`src/rtl/core/akd_pkg.sv`:
```
// shared constants, codes and the ladder window decode for the analog keypad decoder
package akd_pkg;

   localparam int unsigned SampleWidth = 10;
   localparam int unsigned TimeWidth   = 32;
   localparam int unsigned CodeWidth   = 3;
   localparam int unsigned MsWidth     = 16;
   localparam int unsigned CsrAddrWidth = 2;
   localparam int unsigned CsrDataWidth = 16;
   localparam int unsigned ReqDataWidth = 48;
   localparam int unsigned RspDataWidth = 16;

   // button codes
   localparam logic [CodeWidth-1:0] BTN_NONE   = 3'd0;
   localparam logic [CodeWidth-1:0] BTN_RIGHT  = 3'd1;
   localparam logic [CodeWidth-1:0] BTN_UP     = 3'd2;
   localparam logic [CodeWidth-1:0] BTN_DOWN   = 3'd3;
   localparam logic [CodeWidth-1:0] BTN_LEFT   = 3'd4;
   localparam logic [CodeWidth-1:0] BTN_SELECT = 3'd5;

   // register indexes
   localparam logic [CsrAddrWidth-1:0] REG_HOLD_TIME     = 2'd0;
   localparam logic [CsrAddrWidth-1:0] REG_DEBOUNCE      = 2'd1;
   localparam logic [CsrAddrWidth-1:0] REG_CHANGE_DELTA  = 2'd2;
   localparam logic [CsrAddrWidth-1:0] REG_RELEASE_LEVEL = 2'd3;

   // reset values
   localparam logic [MsWidth-1:0]     HOLD_TIME_RESET     = 16'd500;
   localparam logic [MsWidth-1:0]     DEBOUNCE_RESET      = 16'd30;
   localparam logic [SampleWidth-1:0] CHANGE_DELTA_RESET  = 10'd300;
   localparam logic [SampleWidth-1:0] RELEASE_LEVEL_RESET = 10'd1000;
   localparam logic [SampleWidth-1:0] IDLE_SAMPLE         = 10'd1023;

   // ladder windows, lower bound inclusive, upper bound exclusive
   localparam logic [SampleWidth-1:0] RIGHT_HI  = 10'd20;
   localparam logic [SampleWidth-1:0] UP_LO     = 10'd80;
   localparam logic [SampleWidth-1:0] UP_HI     = 10'd120;
   localparam logic [SampleWidth-1:0] DOWN_LO   = 10'd230;
   localparam logic [SampleWidth-1:0] DOWN_HI   = 10'd280;
   localparam logic [SampleWidth-1:0] LEFT_LO   = 10'd380;
   localparam logic [SampleWidth-1:0] LEFT_HI   = 10'd420;
   localparam logic [SampleWidth-1:0] SELECT_LO = 10'd620;
   localparam logic [SampleWidth-1:0] SELECT_HI = 10'd660;

   function automatic logic [CodeWidth-1:0] decode_window(input logic [SampleWidth-1:0] s);
      logic [CodeWidth-1:0] code;
      code = BTN_NONE;
      if (s < RIGHT_HI) begin
         code = BTN_RIGHT;
      end else if (s >= UP_LO && s < UP_HI) begin
         code = BTN_UP;
      end else if (s >= DOWN_LO && s < DOWN_HI) begin
         code = BTN_DOWN;
      end else if (s >= LEFT_LO && s < LEFT_HI) begin
         code = BTN_LEFT;
      end else if (s >= SELECT_LO && s < SELECT_HI) begin
         code = BTN_SELECT;
      end
      return code;
   endfunction

endpackage

```
`src/rtl/core/analog_keypad_decoder_core.sv`:
```
// analog keypad decoder: input register, single-pass decode and state update, result register
// path: an accepted req word is registered in the input register, its rsp word in the
//   result register
// throughput: one word per cycle unless rsp_tready stalls it; the state update is a single
//   pass of compares and a 32-bit subtract between the input register and the result register
// reset: synchronous, active high; clears both valid flags, restores the register defaults
//   and the keypad state (idle sample, no button, no held button, empty latch, time zero)
module analog_keypad_decoder_core (
   input  logic                                 clock,
   input  logic                                 reset,
   input  logic                                 req_tvalid,
   output logic                                 req_tready,
   // sample[9:0], now_ms[41:10], consume_last[42], zero fill
   input  logic [akd_pkg::ReqDataWidth-1:0]     req_tdata,
   output logic                                 rsp_tvalid,
   input  logic                                 rsp_tready,
   // pressed_button[2:0], held_button[5:3], last_pressed[8:6], zero fill
   output logic [akd_pkg::RspDataWidth-1:0]     rsp_tdata,
   input  logic                                 csr_we,
   input  logic [akd_pkg::CsrAddrWidth-1:0]     csr_addr,
   input  logic [akd_pkg::CsrDataWidth-1:0]     csr_wdata
);

   localparam int unsigned SW = akd_pkg::SampleWidth;
   localparam int unsigned TW = akd_pkg::TimeWidth;
   localparam int unsigned CW = akd_pkg::CodeWidth;
   localparam int unsigned MW = akd_pkg::MsWidth;

   // configuration
   logic [MW-1:0] hold_time_ff;
   logic [MW-1:0] debounce_ff;
   logic [SW-1:0] change_delta_ff;
   logic [SW-1:0] release_level_ff;

   // keypad state; the stored sample doubles as the previous sample, the two never differ
   logic [SW-1:0] sample_ff, sample_in;
   logic [CW-1:0] button_ff, button_in;
   logic [CW-1:0] held_ff, held_in;
   logic [CW-1:0] latched_ff, latched_in;
   logic [TW-1:0] press_time_ff, press_time_in;

   // input register
   logic          in_valid_ff;
   logic [SW-1:0] in_sample_ff;
   logic [TW-1:0] in_now_ff;
   logic          in_consume_ff;

   // result register
   logic          rsp_valid_ff;
   logic [CW-1:0] rsp_pressed_ff, rsp_held_ff, rsp_last_ff;

   logic          rsp_load;
   logic          advance;
   logic [TW-1:0] elapsed;
   logic          hold_hit;
   logic          gated;
   logic [SW-1:0] diff;
   logic          change;
   logic [CW-1:0] decoded;
   logic [CW-1:0] latch_upd;
   logic [CW-1:0] last_in;

   assign rsp_load   = !rsp_valid_ff || rsp_tready;
   assign advance    = in_valid_ff && rsp_load;
   assign req_tready = !in_valid_ff || rsp_load;

   always_comb begin
      elapsed  = in_now_ff - press_time_ff;
      hold_hit = (button_ff != akd_pkg::BTN_NONE) && (elapsed >= {{(TW-MW){1'b0}}, hold_time_ff});
      gated    = (sample_ff < release_level_ff) && (in_sample_ff < release_level_ff);
      diff     = (in_sample_ff >= sample_ff) ? (in_sample_ff - sample_ff)
                                             : (sample_ff - in_sample_ff);
      change   = !gated && (diff >= change_delta_ff)
                 && (elapsed >= {{(TW-MW){1'b0}}, debounce_ff});
      decoded  = akd_pkg::decode_window(in_sample_ff);

      sample_in     = gated ? sample_ff : in_sample_ff;
      button_in     = change ? decoded : button_ff;
      press_time_in = change ? in_now_ff : press_time_ff;
      if (change) begin
         held_in = akd_pkg::BTN_NONE;
      end else if (hold_hit) begin
         held_in = button_ff;
      end else begin
         held_in = held_ff;
      end
      // a press taken in this word is reported at once when consumed
      latch_upd  = change ? decoded : latched_ff;
      last_in    = in_consume_ff ? latch_upd : akd_pkg::BTN_NONE;
      latched_in = in_consume_ff ? akd_pkg::BTN_NONE : latch_upd;
   end

   always_ff @(posedge clock) begin
      if (reset) begin
         hold_time_ff     <= akd_pkg::HOLD_TIME_RESET;
         debounce_ff      <= akd_pkg::DEBOUNCE_RESET;
         change_delta_ff  <= akd_pkg::CHANGE_DELTA_RESET;
         release_level_ff <= akd_pkg::RELEASE_LEVEL_RESET;
      end else if (csr_we) begin
         unique case (csr_addr)
            akd_pkg::REG_HOLD_TIME:     hold_time_ff     <= csr_wdata;
            akd_pkg::REG_DEBOUNCE:      debounce_ff      <= csr_wdata;
            akd_pkg::REG_CHANGE_DELTA:  change_delta_ff  <= csr_wdata[SW-1:0];
            akd_pkg::REG_RELEASE_LEVEL: release_level_ff <= csr_wdata[SW-1:0];
            default: ;
         endcase
      end
   end

   always_ff @(posedge clock) begin
      if (reset) begin
         sample_ff     <= akd_pkg::IDLE_SAMPLE;
         button_ff     <= akd_pkg::BTN_NONE;
         held_ff       <= akd_pkg::BTN_NONE;
         latched_ff    <= akd_pkg::BTN_NONE;
         press_time_ff <= '0;
      end else if (advance) begin
         sample_ff     <= sample_in;
         button_ff     <= button_in;
         held_ff       <= held_in;
         latched_ff    <= latched_in;
         press_time_ff <= press_time_in;
      end
   end

   always_ff @(posedge clock) begin
      if (reset) begin
         in_valid_ff  <= 1'b0;
         rsp_valid_ff <= 1'b0;
      end else begin
         if (req_tready) begin
            in_valid_ff <= req_tvalid;
         end
         if (rsp_load) begin
            rsp_valid_ff <= in_valid_ff;
         end
      end
   end

   always_ff @(posedge clock) begin
      if (req_tvalid && req_tready) begin
         in_sample_ff  <= req_tdata[SW-1:0];
         in_now_ff     <= req_tdata[SW+TW-1:SW];
         in_consume_ff <= req_tdata[SW+TW];
      end
      if (advance) begin
         rsp_pressed_ff <= button_in;
         rsp_held_ff    <= held_in;
         rsp_last_ff    <= last_in;
      end
   end

   assign rsp_tvalid = rsp_valid_ff;
   assign rsp_tdata  = {{(akd_pkg::RspDataWidth-3*CW){1'b0}},
                        rsp_last_ff, rsp_held_ff, rsp_pressed_ff};

   // a held button is always the current button
   a_held_is_current: assert property (@(posedge clock) disable iff (reset)
      held_ff != akd_pkg::BTN_NONE |-> held_ff == button_ff)
      else $error("held button differs from current button");

   // an accepted change restarts the hold and clears held
   a_change_clears_held: assert property (@(posedge clock) disable iff (reset)
      advance && change |=> held_ff == akd_pkg::BTN_NONE && press_time_ff == $past(in_now_ff))
      else $error("accepted change did not restart the hold timer");

   // without consume the latch is never reported
   a_no_consume_no_last: assert property (@(posedge clock) disable iff (reset)
      advance && !in_consume_ff |=> rsp_last_ff == akd_pkg::BTN_NONE)
      else $error("last_pressed reported without consume");

   // button codes stay in range
   a_button_range: assert property (@(posedge clock) disable iff (reset)
      button_ff <= akd_pkg::BTN_SELECT && latched_ff <= akd_pkg::BTN_SELECT)
      else $error("button code out of range");

   // reset empties both stages
   a_reset_empty: assert property (@(posedge clock)
      reset |=> !in_valid_ff && !rsp_valid_ff)
      else $error("pipeline not empty after reset");

endmodule
```
`config.mk`:
```
export PLATFORM = sky130hd
export DESIGN_NAME = analog_keypad_decoder_core
export DESIGN_NICKNAME = d
export VERILOG_FILES = /design/src/rtl/core/akd_pkg.sv /design/src/rtl/core/analog_keypad_decoder_core.sv
export SDC_FILE = /design/constraint.sdc
export NUM_CORES = 1
export LEC_CHECK = 0
export BUFFER_PORTS_ARGS = -buffer_cell sky130_fd_sc_hd__buf_4
export CORE_AREA = 5 5 142 144
export CTS_BUF_LIST = sky130_fd_sc_hd__clkbuf_8
export CTS_CLUSTER_DIAMETER = 40
export DETAILED_ROUTE_END_ITERATION = 16
export DIE_AREA = 0 0 147 149
export MAX_ROUTING_LAYER = met4
export PLACE_DENSITY_LB_ADDON = 0.08
export SYNTH_ARGS = -nofsm -noshare
export SYNTH_HDL_FRONTEND = slang
export SYNTH_SLANG_ARGS = --single-unit
```
`constraint.sdc`:
```
create_clock -name clock -period 6.3 [get_ports clock]
set_input_delay 1.26 -clock clock [delete_from_list [all_inputs] [get_ports clock]]
set_output_delay 1.26 -clock clock [all_outputs]
set_load 0.005 [all_outputs]
```
=== Yosys cells after proc, flatten, opt, wreduce, memory -nomap -nowiden ===
Index checks and enable logic that the tools add are counted.

* Flip-flop bits (word level): 157
* Input bits: 71
* Output and inout port bits: 18
* Word-level logic and storage cells: 73

* Add/sub/neg operators: 3
* Order comparisons: 15
* Equal/unequal tests: 3
* Mux-type cells: 11
* Bitwise operators: 1
* Reductions and logical operators: 23

{| class="wikitable"
|+ Operator list
! cell !! count
|-
| $ge A32 B16 Y1 || 2
|-
| $sub A32 B32 Y32 || 1
|-
| $mux W3 || 10
|-
| $ge A10 B10 Y1 || 2
|-
| $lt A10 B10 Y1 || 2
|-
| $lt A10 B9 Y1 const B || 2
|-
| $sub A10 B10 Y10 || 2
|-
| $reduce_and A2 Y1 || 6
|-
| $ge A10 B10 Y1 const B || 1
|-
| $ge A10 B7 Y1 const B || 1
|-
| $ge A10 B8 Y1 const B || 1
|-
| $ge A10 B9 Y1 const B || 1
|-
| $logic_and A1 B1 Y1 || 10
|-
| $lt A10 B10 Y1 const B || 1
|-
| $lt A10 B5 Y1 const B || 1
|-
| $lt A10 B7 Y1 const B || 1
|-
| $mux W10 || 1
|-
| $eq A2 B2 Y1 const B || 2
|-
| $logic_not A1 Y1 || 3
|-
| $reduce_bool A3 Y1 || 1
|-
| $eq A2 B1 Y1 const B || 1
|-
| $logic_not A2 Y1 || 1
|-
| $logic_or A1 B1 Y1 || 2
|-
| $not A1 Y1 || 1
|}

=== Longest topological paths before layout ===
Gate-level depths: netlist of the first run.

* Word-level depth: 9
* Mapped depth: 25
* Gate-level depth less buffers: 22

=== Worst setup path before layout of the first run ===
No wires, ideal clock.

* Path type: reg2reg
* From: register in_sample_ff[0]
* To: register rsp_pressed_ff[0], data pin
* Library setup time: 0.260 ns
* Arrival: 4.444 ns
* Data required time: 6.040 ns
* Slack: 1.596 ns
* Cell stages (with the launch flop): 24
* Buffers on the path: 2
* Period minus slack after synthesis: 4.704 ns
* Cells stage by stage: edfxtp_1 > inv_1 > ha_1 > inv_1 > fa_1 > a21oi_1 > o21ai_0 > a21o_1 > a21oi_1 > o21ai_0 > o22ai_1 > clkbuf_1 > mux2_2 > ha_1 > a21oi_1 > nor2b_1 > o21ai_0 > a21oi_1 > nor3_1 > o21ai_0 > a21oi_1 > a211o_2 > buf_4 > mux2_2

* Longest elaborated chain between the ends: 8
* Elaborated cells between the ends (all ways): 29
* Classes of those cells: 2 x add/sub; 12 x order compare; 7 x mux; 8 x reduce/logical

{| class="wikitable"
|+ Ends and longest elaborated chain
! item !! RTL line !! text
|-
| start, declared || analog_keypad_decoder_core.sv:44 || <nowiki>logic [SW-1:0] in_sample_ff;</nowiki>
|-
| start signal, assigned || analog_keypad_decoder_core.sv:142 || <nowiki>in_sample_ff <= req_tdata[SW-1:0];</nowiki>
|-
| branches (longest 7 deep; another with $sub A10 B10 Y10) || n/a ||
|-
| $mux W3 (*) || analog_keypad_decoder_core.sv:78 || <nowiki>button_in = change ? decoded : button_ff;</nowiki>
|-
| via button_in[0] || analog_keypad_decoder_core.sv:37 || <nowiki>logic [CW-1:0] button_ff, button_in;</nowiki>
|-
| end signal, assigned || analog_keypad_decoder_core.sv:147 || <nowiki>rsp_pressed_ff <= button_in;</nowiki>
|-
| end, declared || analog_keypad_decoder_core.sv:50 || <nowiki>logic [CW-1:0] rsp_pressed_ff, rsp_held_ff, rsp_last_ff;</nowiki>
|}

Mark *: on every way through the listed nets, which the timed path passes.
A chain may end at the register's enable or synchronous reset.

=== Worst setup path in the final report of the first run ===
* From: register in_sample_ff[0]
* To: register press_time_ff[12]

* Longest elaborated chain between the ends: 6
* Elaborated cells between the ends (all ways): 11
* Classes of those cells: 2 x add/sub; 3 x order compare; 1 x mux; 5 x reduce/logical

{| class="wikitable"
|+ Ends and longest elaborated chain
! item !! RTL line !! text
|-
| $sub A10 B10 Y10, or another cell as far along || analog_keypad_decoder_core.sv:72 || <nowiki>: (sample_ff - in_sample_ff);</nowiki>
|-
| $mux W10 or $logic_and A1 B1 Y1 (tied branches) || analog_keypad_decoder_core.sv:71, analog_keypad_decoder_core.sv:70 ||
|-
| $ge A10 B10 Y1 or $logic_not A1 Y1 (tied branches) || analog_keypad_decoder_core.sv:73 || <nowiki>change = !gated && (diff >= change_delta_ff)</nowiki>
|-
| $logic_and A1 B1 Y1 (*) || analog_keypad_decoder_core.sv:73 ||
|-
| $logic_and A1 B1 Y1 (*) || analog_keypad_decoder_core.sv:74 || <nowiki>&& (elapsed >= {{(TW-MW){1'b0}}, debounce_ff});</nowiki>
|-
| $reduce_and A2 Y1 (no source line) (*) || n/a ||
|-
| end signal, assigned || analog_keypad_decoder_core.sv:122 || <nowiki>press_time_ff <= press_time_in;</nowiki>
|-
| end, declared || analog_keypad_decoder_core.sv:40 || <nowiki>logic [TW-1:0] press_time_ff, press_time_in;</nowiki>
|}

Every way passes the cells marked *; elsewhere a longest branch is shown, timed or not.

==> impl_metrics.csv, run 1 <==
group,metric,value,unit
logic_synthesis,synth_edf_count,52,
clock_network,clk_pin_slew,0.09,ns
floorplan,io_pins,89,
logic_synthesis,yosysSeqAreaShare,0.363,
power,internal_power,1.85,mW
power,ir_drop,0.000157,V
global_routing,track_usage,0.207,
final_layout,nets,1402,
placed_design,dpl.hpwl,16500,um
power,power_density,247,nW/um^2
sta,max_slew_margin,0.281,
hold_path,holdCritPathClass,"reg2reg",
clock_network,cts_buffers,17,
sta,setup_tns,0,ns
clock_network,cts_tree,"yes",
detailed_routing,drt_first_pass_iters,5,
logic_synthesis,ys.flop_type,"dfxtp_1",
global_routing,grt_pass1_vias,7598,
global_routing,grt_use_met1,0.266,
power,power.share.clock,0.287,
logic_synthesis,syn_inst,1161,
final_layout,fill_cells,1699,
setup_path,cp_max_fo,29,
clock_network,clockBufferDepth,2,
global_routing,overflow,0,
logic_synthesis,yosysMostFrequentCell,"nand2_1",
logic_synthesis,yosys-top-cells-area,"dfxtp_1, edfxtp_1, ha_1",
final_layout,drive_gt1_frac,0.117,
sta,finClkSkew,0.0113,ns
detailed_routing,drc,0,
global_routing,grt_max_degree,76,
final_layout,num_antenna_cells,0,
clock_network,clockRootBuffer,"clkbuf_8",
setup_path,cp.required,6.62,ns
power,switchingPower,0.924,mW
global_routing,antenna_found_initial,0,
detailed_routing,drt-total-wl,21900,um
sta,min_period,5.37,ns
floorplan,die_height,149,um
power,p_sw_frac,0.334,
detailed_routing,drt_iter0_markers,348,
sta,slew_violations,0,
setup_path,critical_path_arrival,5.69,ns
placed_design,dp.cells,1433,
logic_synthesis,synth_top_cells_by_count,"nand2_1, inv_1, ha_1",
power,power.share.combinational,0.300,
sta,hold_viol,0,
flow_run,cap_violations,0,
logic_synthesis,syn_area_per_cell,8.69,sq um
sta,fin_crit_sh,0.853,
logic_synthesis,async_flop_share,0,
logic_synthesis,synth.largest_area_cell,"dfxtp_1",
final_layout,final_cells,1465,
global_routing,met3_usage,0.0389,
setup_path,r2r_cells,23,
global_routing,grt-busiest-layer,"met2",
setup_path,cp-end-kind,"flip-flop",
detailed_routing,num_vias,8114,
setup_path,criticalPathCategory,"reg2reg",
setup_path,critical_path.startpoint,"in_sample_ff[0]$_DFFE_PP_",
outcome,status,"completed",
hold_path,hold_start,"change_delta_ff[4]$_SDFFE_PP0P_",
clock_network,cts_sinks,157,
floorplan,rows,50,
detailed_routing,wl_per_cell,14.9,um
global_routing,grt_pass1_wl,36400,um
logic_synthesis,synth-seq-cells,157,
clock_network,holdBufCountCts,0,
placed_design,place_ws,0.942,ns
sta,layout_setup_ws,0.929,ns
clock_network,h-tree-depth,4,
logic_synthesis,syn-cell-area,10100,sq um
sta,grt_setup_unrepaired,"no",
floorplan,fp.coreArea,18600,sq um
sta,setup_violations,0,
power,seq_power_share,0.413,
detailed_routing,viasPerCell,5.54,
setup_path,r2r_start,"in_sample_ff[0]$_DFFE_PP_",
placed_design,gp_congestion,0.856,
logic_synthesis,yosysWarnings,0,
clock_network,clkLatencyLatePin,0.47,ns
clock_network,postCtsSetupRepairBufs,0,
hold_path,hold_depth,2,
sta,fmax,186,MHz
floorplan,die-width,147,um
setup_path,cp-start-kind,"flip-flop",
power,p_leak,4.67,nW
final_layout,areaGrowthSynthToFinish,11.2,%
sta,tightest_slew,1.08,ns
logic_synthesis,yosysTopAreaCellShare,0.208,
clock_network,ctsResizeCount,0,
floorplan,initial_core_util,0.543,
floorplan,die_area,21900,sq um
final_layout,fin_util,0.604,
detailed_routing,ant_nets,0,
logic_synthesis,synth_cell_types,75,
global_routing,globalRouteMet2Util,0.339,
placed_design,io_buffer_count,76,
## worst paths after layout
check / to / slack (ns)
worst max-delay path: press_time_ff[12]$_SDFFE_PP0P_ / 0.93
worst min-delay path: change_delta_ff[4]$_SDFFE_PP0P_ / 0.46
worst max register to register: press_time_ff[12]$_SDFFE_PP0P_ / 0.93
worst min register to register: change_delta_ff[4]$_SDFFE_PP0P_ / 0.46
## metal layers
metal,wire [um],up-vias
met4,350,0
met3,1010,25
li1,-,4201
met2,10200,166
met1,10300,3722
met5,0,-
## kinds of logic (layout without fill, tap and decap cells)
group / count (synthesis) / after routing / share of synthesized area
AOI/OAI and AO/OA: 299 / 299 / 0.195
xor gates and xnor gates: 25 / 25 / 0.0217
adders and majority gates: 113 / 113 / 0.142
buffers and inverters: 170 / 234 / 0.0686
DFF: 157 / 157 / 0.363
muxes: 53 / 53 / 0.0533
other: 1 / 7 / 0.000372
and+or+nand+nor: 343 / 343 / 0.156
## power groups by stage
stage	clock network, mW	logic, mW	registers (mW)
floorplan	0	0.636	1.16
global placement	0	0.818	1.17
detailed placement	0	0.830	1.17
CTS	0.817	0.836	1.14
global route	0.867	0.949	1.15
finish	0.794	0.832	1.14
## metrics by stage
step                      cell area, sq um  power [mW]  hold WS [ns]
after floorplan                      10100        1.79         0.436
after global placement               10800        1.98         0.442
after detailed placement             10800        2.00         0.448
after CTS                            11200        2.80         0.460
after global routing                 11200        2.97         0.475
final                                11200        2.77         0.457
## registers in the layout, summed over array words and instances (netlist names)
signal	count
button_ff	3
change_delta_ff	10
debounce_ff	16
held_ff	3
hold_time_ff	16
in_consume_ff	1
in_now_ff	32
in_sample_ff	10
in_valid_ff	1
latched_ff	3
press_time_ff	32
release_level_ff	10
rsp_held_ff	3
rsp_last_ff	3
rsp_pressed_ff	3
rsp_tvalid	1
sample_ff	10
## worst max-delay path, cell delays in order (launching register included)
cell and delay [ns]:
edfxtp_1 0.40, inv_1 0.10, ha_1 0.16, inv_1 0.06
fa_1 0.38, a21oi_1 0.19, o21ai_0 0.10, a21o_1 0.19
a21oi_1 0.17, o21ai_0 0.16, o22ai_1 0.30, buf_4 0.28
mux2_2 0.38, and3_1 0.21, nor2_1 0.14, xnor2_1 0.08
ha_1 0.27, o21ai_0 0.07, o21ai_0 0.19, a21oi_1 0.17
a211oi_4 0.59, buf_12 0.30, mux2i_1 0.22, nor2_1 0.05
## cells in the final DEF (no fill, tap or decap), types with 4 or more instances in the layout
cell       Yosys  layout
a211o_1        4       4
a211oi_1      13      12
a21o_1        15      15
a21oi_1      101     101
a31o_1         4       4
a31oi_1        7       7
and2_1         5       4
and3_1         8       8
buf_4         12      80
clkbuf_8       0      19
conb_1         1       7
dfxtp_1      105     105
edfxtp_1      52      52
ha_1         110     110
inv_1        120     120
inv_6          0       4
mux2_2         6       6
mux2i_1       47      47
nand2_1      136     136
nand2b_1       6       6
nand3_1       15      15
nand4_1       12      12
nor2_1        99      99
nor2b_1       11      11
nor3_1        19      19
nor4_1         4       4
o2111ai_1      4       4
o211ai_1      33      33
o21a_1        16      16
o21ai_0       50      50
o21bai_1       7       7
o31ai_1        6       6
or2_2          8       8
or3_1          5       5
xnor2_1       14      14
xor2_1        11      11
## area by class of cell
type	count	area, sq um	area share
Sequential cell	157	3660	0.326
Multi-Input combinational cell	840	5780	0.515
Timing Repair Buffer	81	621	0.0553
Tap cell	234	293	0.0261
Inverter	121	454	0.0405
Clock buffer	19	262	0.0233
Clock inverter	13	153	0.0136
Note: power is estimated with default switching activity, not from simulation.
==> inputs of run 2 (changes only) <==
BUFFER_PORTS_ARGS = -buffer_cell sky130_fd_sc_hd__buf_2   (was -buffer_cell sky130_fd_sc_hd__buf_4)
clock period = 4.65 ns   (was 6.3 ns; I/O delays follow)
==> impl_metrics.csv, run 2 (synthesis gave the netlist of run 1 again) <==
group,metric,value,unit
hold_path,hold_depth,2,
clock_network,clockBufferDepth,2,
detailed_routing,drc,0,
floorplan,initial_core_util,0.543,
detailed_routing,drt_iter0_markers,371,
hold_path,hold_start,"debounce_ff[15]$_SDFFE_PP0P_",
setup_path,critPathSlowestCell,"edfxtp_1",
final_layout,reg.largest.list,"in_now_ff (32), press_time_ff (32)",
power,ir_drop,0.000256,V
outcome,status,"complete, but fails checks",
hold_path,holdCritPathClass,"reg2reg",
final_layout,drive_gt1_frac,0.163,
final_layout,layout_commonest_cell,"nand2_1",
detailed_routing,wl_per_cell,15.3,um
placed_design,gp_congestion,0.851,
setup_path,cp-start-kind,"flip-flop",
floorplan,fp.coreArea,18600,sq um
sta,setup_violations,1,
global_routing,grt_pass1_wl,38000,um
sta,layout_setup_ws,-0.0237,ns
clock_network,clkLatencyLatePin,0.46,ns
final_layout,fin_util,0.628,
placed_design,dpl.hpwl,16700,um
final_layout,nets,1449,
outcome,violations,"negative setup slack",
setup_path,crit_path_max_incr_delay,0.41,ns
setup_path,criticalPathCategory,"reg2reg",
placed_design,io_buffer_count,76,
clock_network,clockRootBuffer,"clkbuf_8",
global_routing,grt_max_degree,75,
clock_network,clk_pin_slew,0.09,ns
setup_path,critical_path_arrival,4.99,ns
setup_path,r2r_start,"in_sample_ff[0]$_DFFE_PP_",
detailed_routing,num_vias,8302,
detailed_routing,viasPerCell,5.49,
floorplan,die_height,149,um
setup_path,cp.required,4.97,ns
detailed_routing,drt-total-wl,23100,um
power,finalPower,4.00,mW
sta,fmax,214,MHz
global_routing,overflow,0,
setup_path,r2r_cells,25,
placed_design,place_ws,-0.443,ns
clock_network,h-tree-depth,4,
clock_network,cts_tree,"yes",
clock_network,holdBufCountCts,0,
global_routing,antenna_found_initial,0,
global_routing,grt_pass1_vias,8063,
floorplan,rows,50,
sta,grt_setup_unrepaired,"yes",
final_layout,fill_cells,1633,
sta,min_period,4.67,ns
sta,tightest_slew,1.09,ns
detailed_routing,ant_nets,0,
final_layout,layout_common_cells,"nand2_1, inv_1, ha_1, dfxtp_1, nor2_1",
hold_path,hold_end,"debounce_ff[15]$_SDFFE_PP0P_",
clock_network,cts_sinks,157,
setup_path,r2r_slack,-0.02,ns
sta,holdWs,0.457,ns
sta,max_slew_margin,0.273,
setup_path,crit_path_frequent_cell,"a21oi_2",
floorplan,die-width,147,um
final_layout,num_antenna_cells,0,
detailed_routing,drt_first_pass_iters,7,
sta,fin_crit_sh,1.01,
power,power_density,343,nW/um^2
setup_path,cp-end-kind,"flip-flop",
sta,finClkSkew,0.0136,ns
sta,slew_violations,0,
setup_path,critical_path.startpoint,"in_sample_ff[0]$_DFFE_PP_",
final_layout,areaGrowthSynthToFinish,15.5,%
flow_run,cap_violations,0,
setup_path,r2r_end,"press_time_ff[5]$_SDFFE_PP0P_",
setup_path,cp_max_fo,7,
floorplan,io_pins,89,
sta,hold_viol,0,
clock_network,cts_buffers,17,
floorplan,die_area,21900,sq um
power,p_leak,4.91,nW
global_routing,track_usage,0.215,
[run 2: cell types whose count changed in the layout (fill, tap and decap cells not counted), moves of 3 or more]
cell,before,now
a21oi_1,101,96
a21oi_2,0,5
buf_2,0,76
buf_4,80,39
buf_6,0,6
mux2_2,6,1
mux2_4,0,5
o21ai_0,50,46
o21ai_1,2,5
[run 2: through the flow]
step                cells   TNS, ns  cell area, sq um
finish               1512   -0.0237             11700
global route         1512     -6.65             11700
CTS                  1503  -0.00967             11400
detailed placement   1469    -13.09             10900
global placement     1469     -8.78             10900
floorplan            1167         0             10100
[run 2: worst max-delay path by stage]
stage / end / slack (ns) / depth (start not counted)
floorplan: rsp_pressed_ff[0]$_DFFE_PP_ / 0.11 / 21
global placement: latched_ff[1]$_SDFFE_PP0P_ / -0.32 / 22
detailed placement: latched_ff[1]$_SDFFE_PP0P_ / -0.44 / 22
CTS: latched_ff[1]$_SDFFE_PP0P_ / -0.01 / 22
global route: press_time_ff[5]$_SDFFE_PP0P_ / -0.23 / 25
finish: press_time_ff[5]$_SDFFE_PP0P_ / -0.02 / 25
[run 2: where the power goes]
group	total, mW	internal, mW	switching, mW	leakage (nW)
sequential	1.54	1.50	0.0447	1.36
combinational	1.33	0.603	0.727	3.32
clock	1.13	0.585	0.540	0.221
total	4.00	2.69	1.31	4.91
[run 2: layer usage]
layer | part of all wire | wire (um) | vias up | global-route usage
li1 | - | - | 4297 | -
met1 | 0.48 | 11000 | 3809 | 0.274
met2 | 0.47 | 10900 | 168 | 0.355
met3 | 0.036 | 823 | 28 | 0.0380
met4 | 0.016 | 361 | 0 | 0.0573
met5 | 0 | 0 | - | -
[run 2: worst max-delay path: cells and delay by family (launching register included)]
family	cells	cell delay [ns]
buffers and inverters	6	0.70
adders and majority gates	3	0.63
AOI/OAI and AO/OA	13	2.39
and+or+nand+nor	1	0.06
muxes	2	0.33
DFF	1	0.41
[run 2: area by class of cell]
type / count / area (sq um) / area share
multi-input combinational: 841 / 5950 / 0.510
clock inverter: 15 / 195 / 0.0167
tap: 234 / 293 / 0.0251
clock buffer: 17 / 234 / 0.0201
timing repair buffer: 127 / 873 / 0.0749
sequential: 157 / 3660 / 0.314
inverter: 121 / 454 / 0.0389
[run 2: repair_timing]
item | CTS | global route
buffers inserted | 1 | 7
gates cloned | 1 | 2
gates resized for setup | 12 | 32
pin swaps | 6 | 20
endpoints found under the setup margin | 50 | 50
